==> src/rtl/dpy_pkg.sv <==
// Package for the direction to pitch/yaw converter.
// Holds the word types, fixed-point constants and the CORDIC arctangent table.
// No dependencies.
package dpy_pkg;

    localparam int CORDIC_STEPS_DEF = 24;
    localparam int FRAC_BITS_DEF    = 16;

    localparam int IN_W    = 32;
    localparam int GUARD_W = 16;
    localparam int VEC_W   = 56;
    localparam int ANG_W   = 32;
    localparam int DEG_W   = 25;
    localparam int PROD_W  = 64;
    localparam int GAIN_SHIFT = 30 - GUARD_W;
    localparam int TAB_LEN = 32;

    localparam logic [31:0] GAIN_Q30  = 32'd1768195363;
    localparam logic [ANG_W-1:0] HALF_TURN = 32'h8000_0000;

    localparam logic [ANG_W-1:0] ATAN_TAB [TAB_LEN] = '{
        32'd536870912, 32'd316933406, 32'd167458907, 32'd85004756, 32'd42667331,
        32'd21354465, 32'd10679838, 32'd5340245, 32'd2670163, 32'd1335087,
        32'd667544, 32'd333772, 32'd166886, 32'd83443, 32'd41722, 32'd20861,
        32'd10430, 32'd5215, 32'd2608, 32'd1304, 32'd652, 32'd326, 32'd163,
        32'd81, 32'd41, 32'd20, 32'd10, 32'd5, 32'd3, 32'd1, 32'd1, 32'd0
    };

    typedef struct packed {
        logic signed [IN_W-1:0] dir_x;
        logic signed [IN_W-1:0] dir_y;
        logic signed [IN_W-1:0] dir_z;
    } vec_word_t;

    typedef struct packed {
        logic [DEG_W-1:0] pitch_deg;
        logic [DEG_W-1:0] yaw_deg;
    } ang_word_t;

    typedef struct packed {
        logic signed [VEC_W-1:0] x;
        logic signed [VEC_W-1:0] y;
        logic [ANG_W-1:0]        a;
    } cordic_vec_t;

    typedef struct packed {
        logic signed [VEC_W-1:0] py;
        logic [ANG_W-1:0]        yaw;
        logic                    special;
        logic                    zpos;
    } side_t;

endpackage

==> src/rtl/dpy_deg_stage.sv <==
// Output stage: binary angles to rounded degrees, plus the zero-horizontal case.
// Depends on dpy_pkg.
module dpy_deg_stage #(
    parameter int FRAC_BITS = dpy_pkg::FRAC_BITS_DEF
) (
    input  logic                   clk,
    input  logic                   rst_n,
    input  logic                   en,
    input  logic                   valid,
    input  logic [dpy_pkg::ANG_W-1:0] pitch_a,
    input  dpy_pkg::side_t         side,
    output logic                   valid_reg,
    output dpy_pkg::ang_word_t     word_reg
);

    localparam int V_W = dpy_pkg::ANG_W + 10;
    localparam logic [V_W-1:0] FULL = V_W'(360) << FRAC_BITS;
    localparam logic [V_W-1:0] HALF = V_W'(1) << (31 - FRAC_BITS);
    localparam logic [V_W-1:0] PITCH_UP   = V_W'(270) << FRAC_BITS;
    localparam logic [V_W-1:0] PITCH_DOWN = V_W'(90) << FRAC_BITS;

    dpy_pkg::ang_word_t word_next;

    function automatic logic [dpy_pkg::DEG_W-1:0] to_deg(input logic [dpy_pkg::ANG_W-1:0] a);
        logic [V_W-1:0] v;
        v = V_W'(a) * V_W'(360);
        v = (v + HALF) >> (32 - FRAC_BITS);
        if (v >= FULL)
            v = v - FULL;
        return v[dpy_pkg::DEG_W-1:0];
    endfunction

    always_comb
    begin
        if (side.special)
        begin
            word_next.pitch_deg = side.zpos ? PITCH_UP[dpy_pkg::DEG_W-1:0]
                                            : PITCH_DOWN[dpy_pkg::DEG_W-1:0];
            word_next.yaw_deg   = '0;
        end
        else
        begin
            word_next.pitch_deg = to_deg(pitch_a);
            word_next.yaw_deg   = to_deg(side.yaw);
        end
    end

    always_ff @(posedge clk or negedge rst_n)
    begin
        if (!rst_n)
            valid_reg <= 1'b0;
        else if (en)
            valid_reg <= valid;
    end

    always_ff @(posedge clk)
    begin
        if (en)
            word_reg <= word_next;
    end

endmodule

==> config.mk <==
export PLATFORM = sky130hd
export DESIGN_NAME = dpy_deg_stage
export DESIGN_NICKNAME = d
export VERILOG_FILES = /design/src/rtl/dpy_pkg.sv /design/src/rtl/dpy_deg_stage.sv
export SDC_FILE = /design/constraint.sdc
export NUM_CORES = 1
export LEC_CHECK = 0
export CORE_MARGIN = 3
export CORE_UTILIZATION = 35
export DETAILED_ROUTE_END_ITERATION = 6
export DONT_BUFFER_PORTS = 1
export RECOVER_POWER = 25
export SLEW_MARGIN = 20
export SYNTH_ARGS = -nofsm -noshare
export SYNTH_HDL_FRONTEND = slang
export SYNTH_SLANG_ARGS = --single-unit
export TNS_END_PERCENT = 10
==> constraint.sdc <==
create_clock -name clk -period 0.8 [get_ports clk]
set_input_delay 0.2 -clock clk [delete_from_list [all_inputs] [get_ports clk]]
set_output_delay 0.2 -clock clk [all_outputs]
set_load 0.03 [all_outputs]
* Yosys cells after proc, flatten, opt, wreduce, memory -nomap -nowiden
Index checks and enable logic that the tools add are counted.
** Storage, ports and cells
- Bits in registers :: 51
- Input port bits :: 126
- Output and inout bits :: 51
- Word-level logic and storage cells :: 15
** Cells by class
- Add/subtract/negate cells :: 4
- $mul :: 2
- $lt $le $gt $ge :: 2
- Mux-type cells :: 4
** Operators by type and width (number)
- $add 41x16->42 const B :: 2
- $mul 32x6->38 const B :: 2
- $mux 25 :: 3
- $ge 26x25->1 const B :: 2
- $mux 50 :: 1
- $sub 25x25->25 const B :: 2

* Depth between registers and ports, before layout
- Depth in word-level cells :: 5
- Mapped depth :: 23
- Gate-level depth less buffers :: 21

* Worst setup path after synthesis
No wires, ideal clock.
- Kind :: input to register
- From :: input port side[26] (netlist bit)
- To :: register word_reg[22] (netlist bit) (data pin)
- Library setup time :: 0.262 ns
- Data arrival time :: 5.634 ns
- Data required time :: 0.538 ns
- Path slack :: -5.096 ns
- Cell stages on the path :: 20
- Buffers on the path :: 2
- Cells stage by stage :: ha_1 inv_1 fa_1 fa_1 inv_1 ha_1 buf_2 nand4_1 or3_1 or4b_4 a21oi_4 nor2_2 xnor2_4 or3b_4 or4_1 o211a_1 or4_1 buf_2 a211oi_2 mux2_1
** On the way
- Word-level cells in the longest chain between the ends :: 4
- Elaborated cells on any way between the ends :: 5
- Those cells by class :: add/sub: 2; mul: 1; order compare: 1; mux: 1
** RTL lines
- start, declared :: RTL line dpy_deg_stage.sv:11 : input dpy_pkg::side_t side,
- $mul 32x6->38 * :: RTL line dpy_deg_stage.sv:26 : v = V_W'(a) * V_W'(360);
- $add 41x16->42 * :: RTL line dpy_deg_stage.sv:27 : v = (v + HALF) >> (32 - FRAC_BITS);
- $sub 25x25->25 or $ge 26x25->1 (tied branches) :: RTL line dpy_deg_stage.sv:29, dpy_deg_stage.sv:28
- $mux 25 * :: RTL line dpy_deg_stage.sv:28 : if (v >= FULL)
- end signal, assigned :: RTL line dpy_deg_stage.sv:59 : word_reg <= word_next;
- end, declared :: RTL line dpy_deg_stage.sv:13 : output dpy_pkg::ang_word_t word_reg
Every way passes the cells marked *; elsewhere a longest branch is shown, timed or not.
A chain may end at the register's enable or synchronous reset.

* Worst setup path in the final report
- From :: input port side[23] (netlist bit)
- To :: register word_reg[22] (netlist bit) (data pin)
The elaborated chain is that of the path after synthesis.

==> impl_metrics.yaml <==
sta:
  setup_viol: 101
  period_minus_slack_ps: 5393
  fin_setup_tns_ps: -178910
  skew_ps: 0
  fmax_ghz: 0.1854
  rsz0062_at_grt: "yes"
  finalHoldViolations: 0
  drv_slew: 0
  relSlewSlack_pct: 69.29
  hold_ws_ps: 11.66
  setup_ws_ps: -4593
  worst_slew_pin_slew_ps: 457.3
  fin_crit_sh_pct: 674.2
global_routing:
  grt.total_usage_pct: 19.42
  grt_pass1_vias: 12140
  use_met2_pct: 34.16
  grt.busiest_layer: "met2"
  met1_usage_pct: 26.32
  grt_pass1_wl_um: 58550
  grt_util_met3_pct: 2.047
  gr-total-overflow: 0
  grt_max_degree: 59
  antenna_found_initial: 0
route:
  ant_nets: 0
  dr.pass1.iters: 5
  wire_per_inst_um: 15.25
  vias: 11480
  wl_um: 35030
  post-route-drc-count: 0
  drt_iter0_drc: 420
  vias_per_cell: 4.996
clock_network:
  clockBufferDepth: 2
  clk_latency_ps: 300
  cts_made_buffers: 5
  root_buffer: "clkbuf_16"
  clock_sinks: 51
  cts-hold-fix-buffers: 1
  cts_tree: "built"
  path_clk_slew_ps: 80
  htreeDepth: 2
logic_synthesis:
  synth.area.mux_share_pct: 1.367
  mappedNetlistArea_um2: 11620
  synth_nets: 1759
  yosys-top-cells-area: "ha_1 17%, fa_1 17%, edfxtp_1 13%, inv_1 7.2%, xnor2_1 4.7%"
  netlist_instances: 1380
  synthAdderAreaFrac_pct: 33.44
  yosysSeqAreaShare_pct: 13.13
  synthDistinctLibCells: 95
  synth-edff-count: 50
  synth-compound-area-share_pct: 17.26
  synth-xor-area-share_pct: 7.923
  synth_top_area_share_pct: 16.90
  synthArstFlopShare_pct: 1.961
  synth_flop_cell: "edfxtp_1"
  yosysWarnings: 0
  avgSynthCellArea_um2: 8.422
  ys_seq_elements: 51
  synth_top_family_by_area: "adder cells"
  synthSimpleGateAreaFrac_pct: 18.03
  synth_largest_area_cell: "ha_1"
critical_path:
  cp_top_family: "simple AND/OR/NAND/NOR gates"
  r2r_cells: 1
  r2r_end: "valid_reg"
  cp_slowest_cell: "or4b_4"
  arrival_ps: 5440
  slowest_delay_ps: 550
  path_max_fanout: 4
  cp-start-kind: "primary input"
  cp_cell_sequence: "ha_4, inv_4, fa_1, fa_1, inv_2, ha_4, nand4_1, or3_4, or4b_4, a21oi_4, nor2_4, xnor2_4, or3b_4, or4_1, o211a_1, or4_4, a211oi_4, mux2_4"
  worst-setup-path-type: "primary input to register"
  critPathCaptureType: "register"
  critPathBufInv: 2
  reg2reg_slack_ps: 40
  crit_required_ps: 850
  worstReg2RegStart: "valid_reg"
final_layout:
  syn_to_final_growth_pct: 56.46
  antenna_cells: 0
  largest_reg_flops: 50
  design_area_um2: 18180
  final_common_cell: "buf_4"
  layout.nets: 2233
  final_cell_mix: "474 x buf_4, 189 x inv_1, 101 x ha_1"
  fillers: 2890
  post_route_cells_drive_above_1_share_pct: 45.50
power_and_ir_drop:
  ir_worst_vdd_mv: 1.770
  power_density_nw_per_um2: 3933
  leakagePower_nw: 8.331
worst_hold_path:
  holdCritPathClass: "primary input to register"
  holdPathEnd: "word_reg[45]"
  whs_path_depth: 0
  min_from: "en"
run_status:
  outcome: "finished with violations"
  violations: "negative setup slack"
die:
  core_um2: 32620
  io_pins: 177
  die_h_um: 188.2
  die-area_um2: 35430
  die_x_um: 188.2
  rows: 66
  initial_core_util_pct: 35.63
place:
  gp_congestion: 0.8994
  port_buffers: 0
  placed_area_um2: 15580
  dp_slack_ps: -5114
  dp.final_hpwl_um: 28210
flow_run:
  drv_cap: 0
[power by group]
group	total [mW]	leakage, nW	switching (mW)	internal, mW
registers	6.73	0.494	2.18	4.55
logic	62.5	7.77	30.5	32.0
clock network	2.31	0.0719	1.12	1.19
[through the flow]
stage / util (%) / instances / power [mW]
2_1_floorplan: - / 1380 / 34.00
3_3_place_gp: 47.76 / 2227 / 55.92
3_5_place_dp: 47.76 / 2227 / 56.60
4_1_cts: 53.10 / 2273 / 66.61
5_1_grt: 55.75 / 2297 / 77.61
6_report: 55.75 / 2297 / 71.53
[how the worst max path moves through the flow]
stage	from	to	slack (ps)	cells after the start
floorplan	side[28]	word_reg[22]	-4940	20
global placement	pitch_a[6]	word_reg[46]	-5070	20
detailed placement	side[13]	word_reg[22]	-5110	19
CTS	side[24]	word_reg[22]	-4570	18
global route	side[12]	word_reg[22]	-4720	18
finish	side[23]	word_reg[22]	-4590	18
[routing by layer]
layer | vias to the layer above | share of wire (%)
met5 | - | 0
met4 | 0 | 1.5
met3 | 39 | 3.3
met2 | 196 | 49
met1 | 5468 | 46
li1 | 5773 | -
[synthesized netlist by cell type (all sizes together) (21+ instances only)]
master / number
a21o: 27
nand2: 83
nand3: 26
inv: 224
nor2: 87
xnor2: 64
clkbuf: 27
nor3: 46
a21oi: 72
fa: 96
o21ai: 56
nand4: 28
xor2: 39
ha: 157
or3: 21
edfxtp: 50
[cells by family (layout without fill, tap and decap cells)]
logic type,count (synthesis),count (layout)
AO/OA/AOI/OAI,294,294
multiplexers,15,15
AND/OR/NAND/NOR,397,397
flip-flops,51,51
buffers and inverters,267,742
XOR/XNOR,103,103
adder cells (fa/ha/maj),253,253
[cell type report]
cell class	count	area (µm²)	area share, %
inverter	224	848.3	4.665
timing repair buffer	510	4035	22.19
clock inverter	3	27.53	0.1514
multi-input combinational	1062	11070	60.87
tap	442	553.0	3.041
clock buffer	5	125.1	0.6880
sequential	51	1526	8.394
[timing repair]
action                                  in CTS  in global routing
endpoints found under the hold margin        1                 20
pin swaps                                  115                 98
resized for setup                          249                138
endpoints found under the setup margin     101                101
setup buffers                               41                 25
Power figures use the tool's default switching activity.
