[config.mk]
export PLATFORM = sky130hd
export DESIGN_NAME = dpy_cordic_stage
export DESIGN_NICKNAME = d
export VERILOG_FILES = /design/src/rtl/dpy_pkg.sv /design/src/rtl/dpy_cordic_stage.sv
export SDC_FILE = /design/constraint.sdc
export NUM_CORES = 1
export LEC_CHECK = 0
export BUFFER_PORTS_ARGS = -buffer_cell sky130_fd_sc_hd__buf_2
export CAP_MARGIN = 10
export CELL_PAD_IN_SITES_DETAIL_PLACEMENT = 1
export CELL_PAD_IN_SITES_GLOBAL_PLACEMENT = 1
export CORE_AREA = 2 2 191 193
export DETAILED_ROUTE_END_ITERATION = 8
export DIE_AREA = 0 0 193 195
export GPL_ROUTABILITY_DRIVEN = 0
export PLACE_DENSITY = 0.85
export REMOVE_ABC_BUFFERS = 1
export SYNTH_ARGS = -nofsm -noshare
export SYNTH_HDL_FRONTEND = slang
export SYNTH_SLANG_ARGS = --single-unit
[constraint.sdc]
create_clock -name clk -period 0.9 [get_ports clk]
set_input_delay 0 -clock clk [delete_from_list [all_inputs] [get_ports clk]]
set_output_delay 0 -clock clk [all_outputs]
set_load 0.005 [all_outputs]
[src/rtl/dpy_pkg.sv]
// Package for the direction to pitch/yaw converter.
// Holds the word types, fixed-point constants and the CORDIC arctangent table.
// No dependencies.
package dpy_pkg;

    localparam int CORDIC_STEPS_DEF = 24;
    localparam int FRAC_BITS_DEF    = 16;

    localparam int IN_W    = 32;
    localparam int GUARD_W = 16;
    localparam int VEC_W   = 56;
    localparam int ANG_W   = 32;
    localparam int DEG_W   = 25;
    localparam int PROD_W  = 64;
    localparam int GAIN_SHIFT = 30 - GUARD_W;
    localparam int TAB_LEN = 32;

    localparam logic [31:0] GAIN_Q30  = 32'd1768195363;
    localparam logic [ANG_W-1:0] HALF_TURN = 32'h8000_0000;

    localparam logic [ANG_W-1:0] ATAN_TAB [TAB_LEN] = '{
        32'd536870912, 32'd316933406, 32'd167458907, 32'd85004756, 32'd42667331,
        32'd21354465, 32'd10679838, 32'd5340245, 32'd2670163, 32'd1335087,
        32'd667544, 32'd333772, 32'd166886, 32'd83443, 32'd41722, 32'd20861,
        32'd10430, 32'd5215, 32'd2608, 32'd1304, 32'd652, 32'd326, 32'd163,
        32'd81, 32'd41, 32'd20, 32'd10, 32'd5, 32'd3, 32'd1, 32'd1, 32'd0
    };

    typedef struct packed {
        logic signed [IN_W-1:0] dir_x;
        logic signed [IN_W-1:0] dir_y;
        logic signed [IN_W-1:0] dir_z;
    } vec_word_t;

    typedef struct packed {
        logic [DEG_W-1:0] pitch_deg;
        logic [DEG_W-1:0] yaw_deg;
    } ang_word_t;

    typedef struct packed {
        logic signed [VEC_W-1:0] x;
        logic signed [VEC_W-1:0] y;
        logic [ANG_W-1:0]        a;
    } cordic_vec_t;

    typedef struct packed {
        logic signed [VEC_W-1:0] py;
        logic [ANG_W-1:0]        yaw;
        logic                    special;
        logic                    zpos;
    } side_t;

endpackage

[src/rtl/dpy_cordic_stage.sv]
// One registered CORDIC vectoring iteration with a fixed shift.
// Depends on dpy_pkg.
module dpy_cordic_stage #(
    parameter int STEP = 0
) (
    input  logic                clk,
    input  logic                rst_n,
    input  logic                en,
    input  logic                valid,
    input  dpy_pkg::cordic_vec_t vin,
    output logic                valid_reg,
    output dpy_pkg::cordic_vec_t vout_reg
);

    dpy_pkg::cordic_vec_t vout_next;
    logic signed [dpy_pkg::VEC_W-1:0] dx;
    logic signed [dpy_pkg::VEC_W-1:0] dy;

    always_comb
    begin
        dx = vin.y >>> STEP;
        dy = vin.x >>> STEP;
        if (vin.y < 0)
        begin
            vout_next.x = vin.x - dx;
            vout_next.y = vin.y + dy;
            vout_next.a = vin.a - dpy_pkg::ATAN_TAB[STEP];
        end
        else
        begin
            vout_next.x = vin.x + dx;
            vout_next.y = vin.y - dy;
            vout_next.a = vin.a + dpy_pkg::ATAN_TAB[STEP];
        end
    end

    always_ff @(posedge clk or negedge rst_n)
    begin
        if (!rst_n)
            valid_reg <= 1'b0;
        else if (en)
            valid_reg <= valid;
    end

    always_ff @(posedge clk)
    begin
        if (en)
            vout_reg <= vout_next;
    end

endmodule

==> impl_metrics.env, run 1 <==
export IMPL_synth_ff_type="sky130_fd_sc_hd__edfxtp_1"
export IMPL_effective_utilization_at_floorplan_pct=42.7
export IMPL_clock_root_buffer="sky130_fd_sc_hd__clkbuf_16"
export IMPL_cts_hold_fix_buffers=36
export IMPL_top_cell_type_by_total_area_after_synthesis="sky130_fd_sc_hd__edfxtp_1"
export IMPL_cts_resized=848
export IMPL_number_of_h_tree_branching_levels=4
export IMPL_error_message="[ERROR DPL-0033] detailed placement checks failed during check placement."
export IMPL_synth_yosys_seq_area_share_pct=28.6
export IMPL_synth_warning_count=0
export IMPL_buffer_ports_inserted=292
export IMPL_syn_avg_cell_area_um2=8.28
export IMPL_cts_repair_timing_setup_buffer_count=115
export IMPL_die_h_um=195
export IMPL_synthArstFlopShare_pct=0.694
export IMPL_clockBufferDepth=2
export IMPL_synth_top_cell_area_share_pct=28.4
export IMPL_synth_cell_area_mm2=0.0151
export IMPL_leading_post_synthesis_cells_by_cell_area="sky130_fd_sc_hd__edfxtp_1, sky130_fd_sc_hd__ha_1, sky130_fd_sc_hd__a21oi_1"
export IMPL_ys_types=79
export IMPL_std_cell_rows=69
export IMPL_io_pin_count=293
export IMPL_synth_enable_flop_cells=143
export IMPL_clock_sinks=144
export IMPL_synth_seq_cells=144
export IMPL_run_status="stopped before the end"
export IMPL_hpwlAfterDp_mm=70.9
export IMPL_cts_buffers_inserted=17
export IMPL_worst_slack_placed_ns=-2.74
export IMPL_placement_cell_area_mm2=0.0221
export IMPL_synthCells=1827
export IMPL_die_span_in_x_um=193
export IMPL_lastStage="4_1_cts"
==> through the flow <==
stage	std cells	TNS, ns	utilization (%)
2_1_floorplan	1740	-147.94	-
3_3_place_gp	3190	-205.11	62.6
3_5_place_dp	3190	-227.86	62.6
==> synthesized netlist by cell type (all sizes together), types with 5 or more instances <==
library cell	instances
xnor2	96
clkbuf	56
nor2	142
xor2	11
inv	176
and2	11
o22ai	7
a21boi	6
a221oi	8
o21ai	140
nand3	32
nor4	23
edfxtp	143
o21bai	30
nor3	45
or3	5
a31oi	21
a21oi	246
a311o	5
and3	8
o2111ai	5
o211a	5
a21o	46
mux2i	30
o31ai	24
nand2	104
nand4	22
buf	31
a2111oi	6
a211oi	22
nand2b	18
o21a	18
o211ai	13
ha	181
o221ai	6
nor2b	17
==> kinds of logic after synthesis <==
logic type	count (synthesis)	synth area share, %
AOI/OAI and AO/OA	645	26.7
xor gates and xnor gates	107	6.20
adders and majority gates	185	15.5
buffers and inverters	266	6.83
DFF	144	28.6
muxes	31	2.06
and+or+nand+nor	449	14.2
==> inputs of run 2 (changes only) <==
--- a/config.mk
+++ b/config.mk
@@ -7,13 +7,11 @@
 export LEC_CHECK = 0
 export BUFFER_PORTS_ARGS = -buffer_cell sky130_fd_sc_hd__buf_2
 export CAP_MARGIN = 10
-export CELL_PAD_IN_SITES_DETAIL_PLACEMENT = 1
-export CELL_PAD_IN_SITES_GLOBAL_PLACEMENT = 1
-export CORE_AREA = 2 2 191 193
+export CORE_AREA = 2 2 198 200
 export DETAILED_ROUTE_END_ITERATION = 8
-export DIE_AREA = 0 0 193 195
+export DIE_AREA = 0 0 200 202
 export GPL_ROUTABILITY_DRIVEN = 0
-export PLACE_DENSITY = 0.85
+export PLACE_DENSITY_LB_ADDON = 0.15
 export REMOVE_ABC_BUFFERS = 1
 export SYNTH_ARGS = -nofsm -noshare
 export SYNTH_HDL_FRONTEND = slang
==> run 2 against run 1 <==
Effect of this change:
- the flow now finishes, with violations (setup timing)
- synthesized area unchanged
- synthesized cell count stayed put
==> impl_metrics.env, run 2 <==
export IMPL_synth_warning_count=0
export IMPL_cts_buffers_inserted=17
export IMPL_synth_ff_type="sky130_fd_sc_hd__edfxtp_1"
export IMPL_timing_hold_worst_class="primary input to flip-flop"
export IMPL_drt_antenna_violating_nets=0
export IMPL_cap_viol_max_count=0
export IMPL_holdPathEnd="vout_reg[32]"
export IMPL_clock_root_buffer="sky130_fd_sc_hd__clkbuf_16"
export IMPL_clk_transition_reported_paths_ns=0.07
export IMPL_layout_cells_most_common="sky130_fd_sc_hd__buf_4"
export IMPL_largest_family_of_logic_cells_by_synthesized_area="compound AO/OA/AOI/OAI gates"
export IMPL_total_die_area_mm2=0.0404
export IMPL_synth_compound_area_share_pct=26.7
export IMPL_cp_start_kind="primary input"
export IMPL_reg2reg_from="valid_reg"
export IMPL_synth_commonest_cells="sky130_fd_sc_hd__a21oi_1, sky130_fd_sc_hd__ha_1, sky130_fd_sc_hd__inv_1"
export IMPL_final_std_cell_area_no_fill_mm2=0.0279
export IMPL_effective_utilization_at_floorplan_pct=39.5
export IMPL_number_of_h_tree_branching_levels=4
export IMPL_clock_sinks=144
export IMPL_worstSetupPathType="primary input to flip-flop"
export IMPL_largest_register_ffs=143
export IMPL_timing_slew_headroom_pct=16.6
export IMPL_holdWs_ns=0.0262
export IMPL_final_hold_viol_count=0
export IMPL_drt_pre_antenna_iters=6
export IMPL_die_h_um=202
export IMPL_drive_gt1_share_pct=55.4
export IMPL_post_synth_and_or_nand_nor_area_fraction_pct=14.2
export IMPL_std_cell_rows=72
export IMPL_clockBufferDepth=2
export IMPL_post_route_drc_count=0
export IMPL_regToRegSetupSlack_ns=0.16
export IMPL_finalWirelength_mm=77.0
export IMPL_routed_via_density=5.79
export IMPL_synth_enable_flop_cells=143
export IMPL_max_vdd_ir_drop_uv=1350
export IMPL_top_cell_type_by_total_area_after_synthesis="sky130_fd_sc_hd__edfxtp_1"
export IMPL_worst_slew_pin_transition_ns=1.24
export IMPL_critical_path_peak_fanout=4
export IMPL_worst_ep_arrival_time_ns=3.02
export IMPL_wire_per_inst_um=22.4
export IMPL_endpoint_kind="flip-flop"
export IMPL_ys_types=79
export IMPL_post_route_worst_setup_slack_ns=-1.90
export IMPL_first_iter_violations=2134
export IMPL_utilization_pct=72.9
export IMPL_syn_avg_cell_area_um2=8.28
export IMPL_grt_start_max_net_pins=38
export IMPL_max_freq_mhz=357
export IMPL_synthCells=1827
export IMPL_die_span_in_x_um=200
export IMPL_worstHoldPathCells=4
export IMPL_buffer_ports_inserted=292
export IMPL_n_fill_cell=2658
export IMPL_synthXorXnorAreaFrac_pct=6.20
export IMPL_synthArstFlopShare_pct=0.694
export IMPL_reg2regPathDepth=1
export IMPL_synth_adder_area_share_pct=15.5
export IMPL_hpwlAfterDp_mm=52.7
export IMPL_later_pin_clock_latency_in_the_skew_report_ns=0.46
export IMPL_route_vias_total=19900
export IMPL_grt_overflow=0
export IMPL_worst_path_required_time_ns=1.12
export IMPL_fin_skew_ns=0
export IMPL_area_growth_pct=84.4
export IMPL_final_period_utilization_pct=311
export IMPL_power_density_mw_per_mm2=1270
export IMPL_leading_post_synthesis_cells_by_cell_area="sky130_fd_sc_hd__edfxtp_1, sky130_fd_sc_hd__ha_1, sky130_fd_sc_hd__a21oi_1"
export IMPL_antenna_violations_before_repair=4
export IMPL_synth_seq_cells=144
export IMPL_grt_setup_unrepaired="yes"
export IMPL_io_pin_count=293
export IMPL_placement_cell_area_mm2=0.0222
export IMPL_report_final_slew_viol_count=0
export IMPL_synth_cell_area_mm2=0.0151
export IMPL_finalCriticalPeriod_ns=2.80
export IMPL_critical_path_reg2reg_endpoint="valid_reg"
export IMPL_synth_area_mux_share_pct=2.06
export IMPL_core_area_mm2=0.0383
export IMPL_setup_violation_total_in_the_final_timing_report=254
export IMPL_p_leak_nw=12.6
export IMPL_failing_checks="setup timing"
export IMPL_synth_yosys_seq_area_share_pct=28.6
export IMPL_hold_crit_start="vin[88]"
export IMPL_cts_tree="yes"
export IMPL_run_status="finished, violations left"
export IMPL_final_nets=3241
export IMPL_track_usage_pct=34.0
export IMPL_synth_top_cell_area_share_pct=28.4
export IMPL_mostFrequentLayoutCells="sky130_fd_sc_hd__buf_4, sky130_fd_sc_hd__buf_2, sky130_fd_sc_hd__a21oi_1, sky130_fd_sc_hd__edfxtp_1"
export IMPL_vias_in_the_first_global_route=19100
export IMPL_grt_pass1_wl_mm=106
export IMPL_synth_most_common_cell="sky130_fd_sc_hd__a21oi_1"
run 2: cell counts after synthesis:
No cell type changed its count.
run 2: power breakdown:
group | switching, W | internal, W | total (W)
clock | 0.00331 | 0.00402 | 0.00733
sequential | 0.000400 | 0.00876 | 0.00916
combinational | 0.00994 | 0.00905 | 0.0190
run 2: cell families (layout without fill, tap and decap cells):
group | Yosys count | after routing
multiplexers | 31 | 31
other | 0 | 3
AO/OA/AOI/OAI | 645 | 645
AND/OR/NAND/NOR | 449 | 449
adder cells (fa/ha/maj) | 185 | 185
flip-flops | 144 | 144
XOR/XNOR | 107 | 107
buffers and inverters | 266 | 1360
run 2: what timing repair did:
item,CTS,global route
setup endpoints to repair,251,256
hold endpoints to repair,38,0
hold buffers,36,0
pin swaps,191,191
resized for setup,524,323
buffers inserted,80,67
run 2: worst max-delay path by stage:
stage | depth (start not counted) | start | endpoint | slack, ns
2_1_floorplan | 12 | vin[78] | vout_reg[85] | -1.86
4_1_cts | 16 | vin[88] | vout_reg[64] | -1.59
3_3_place_gp | 16 | vin[32] | vout_reg[74] | -2.46
5_1_grt | 13 | vin[105] | vout_reg[141] | -1.93
6_report | 14 | vin[50] | vout_reg[141] | -1.90
3_5_place_dp | 13 | vin[70] | vout_reg[85] | -2.46
run 2: metal layers:
layer | GRT usage (%) | routed length (µm) | vias up
li1 | - | - | 8752
met1 | 43.2 | 28600 | 9364
met2 | 54.7 | 34100 | 1361
met4 | 18.5 | 5580 | 2
met5 | 0 | 14 | -
met3 | 5.76 | 8700 | 465
run 2: through the flow:
stage	TNS, ns	instances	total power, W	setup slack, ns
floorplan	-147.94	1740	0.0151	-1.86
global placement	-205.98	3254	0.0228	-2.46
detailed placement	-207.59	3254	0.0229	-2.46
CTS	-136.98	3393	0.0328	-1.59
global route	-164.43	3439	0.0368	-1.93
finish	-154.95	3442	0.0355	-1.90
run 2: cell type report:
class	count	area, µm²	share of cell area (%)
Antenna cell	3	7.51	0.0269
Tap cell	518	648	2.32
Inverter	179	722	2.59
Clock inverter	12	124	0.444
Sequential cell	144	4320	15.5
Multi-Input combinational cell	1417	12900	46.1
Clock buffer	20	457	1.64
Timing Repair Buffer	1149	8750	31.4
run 2: critical path, stage by stage:
cell	delay [ns]
sky130_fd_sc_hd__buf_2	0.11
sky130_fd_sc_hd__inv_2	0.05
sky130_fd_sc_hd__ha_4	0.28
sky130_fd_sc_hd__buf_4	0.13
sky130_fd_sc_hd__nor2b_1	0.07
sky130_fd_sc_hd__o21ai_1	0.25
sky130_fd_sc_hd__a21boi_0	0.22
sky130_fd_sc_hd__o21ai_2	0.45
sky130_fd_sc_hd__nand3_4	0.31
sky130_fd_sc_hd__a221oi_4	0.33
sky130_fd_sc_hd__nor2_2	0.09
sky130_fd_sc_hd__a311o_1	0.34
sky130_fd_sc_hd__a221oi_2	0.29
sky130_fd_sc_hd__xor2_1	0.10
Power figures use the tool's default switching activity.
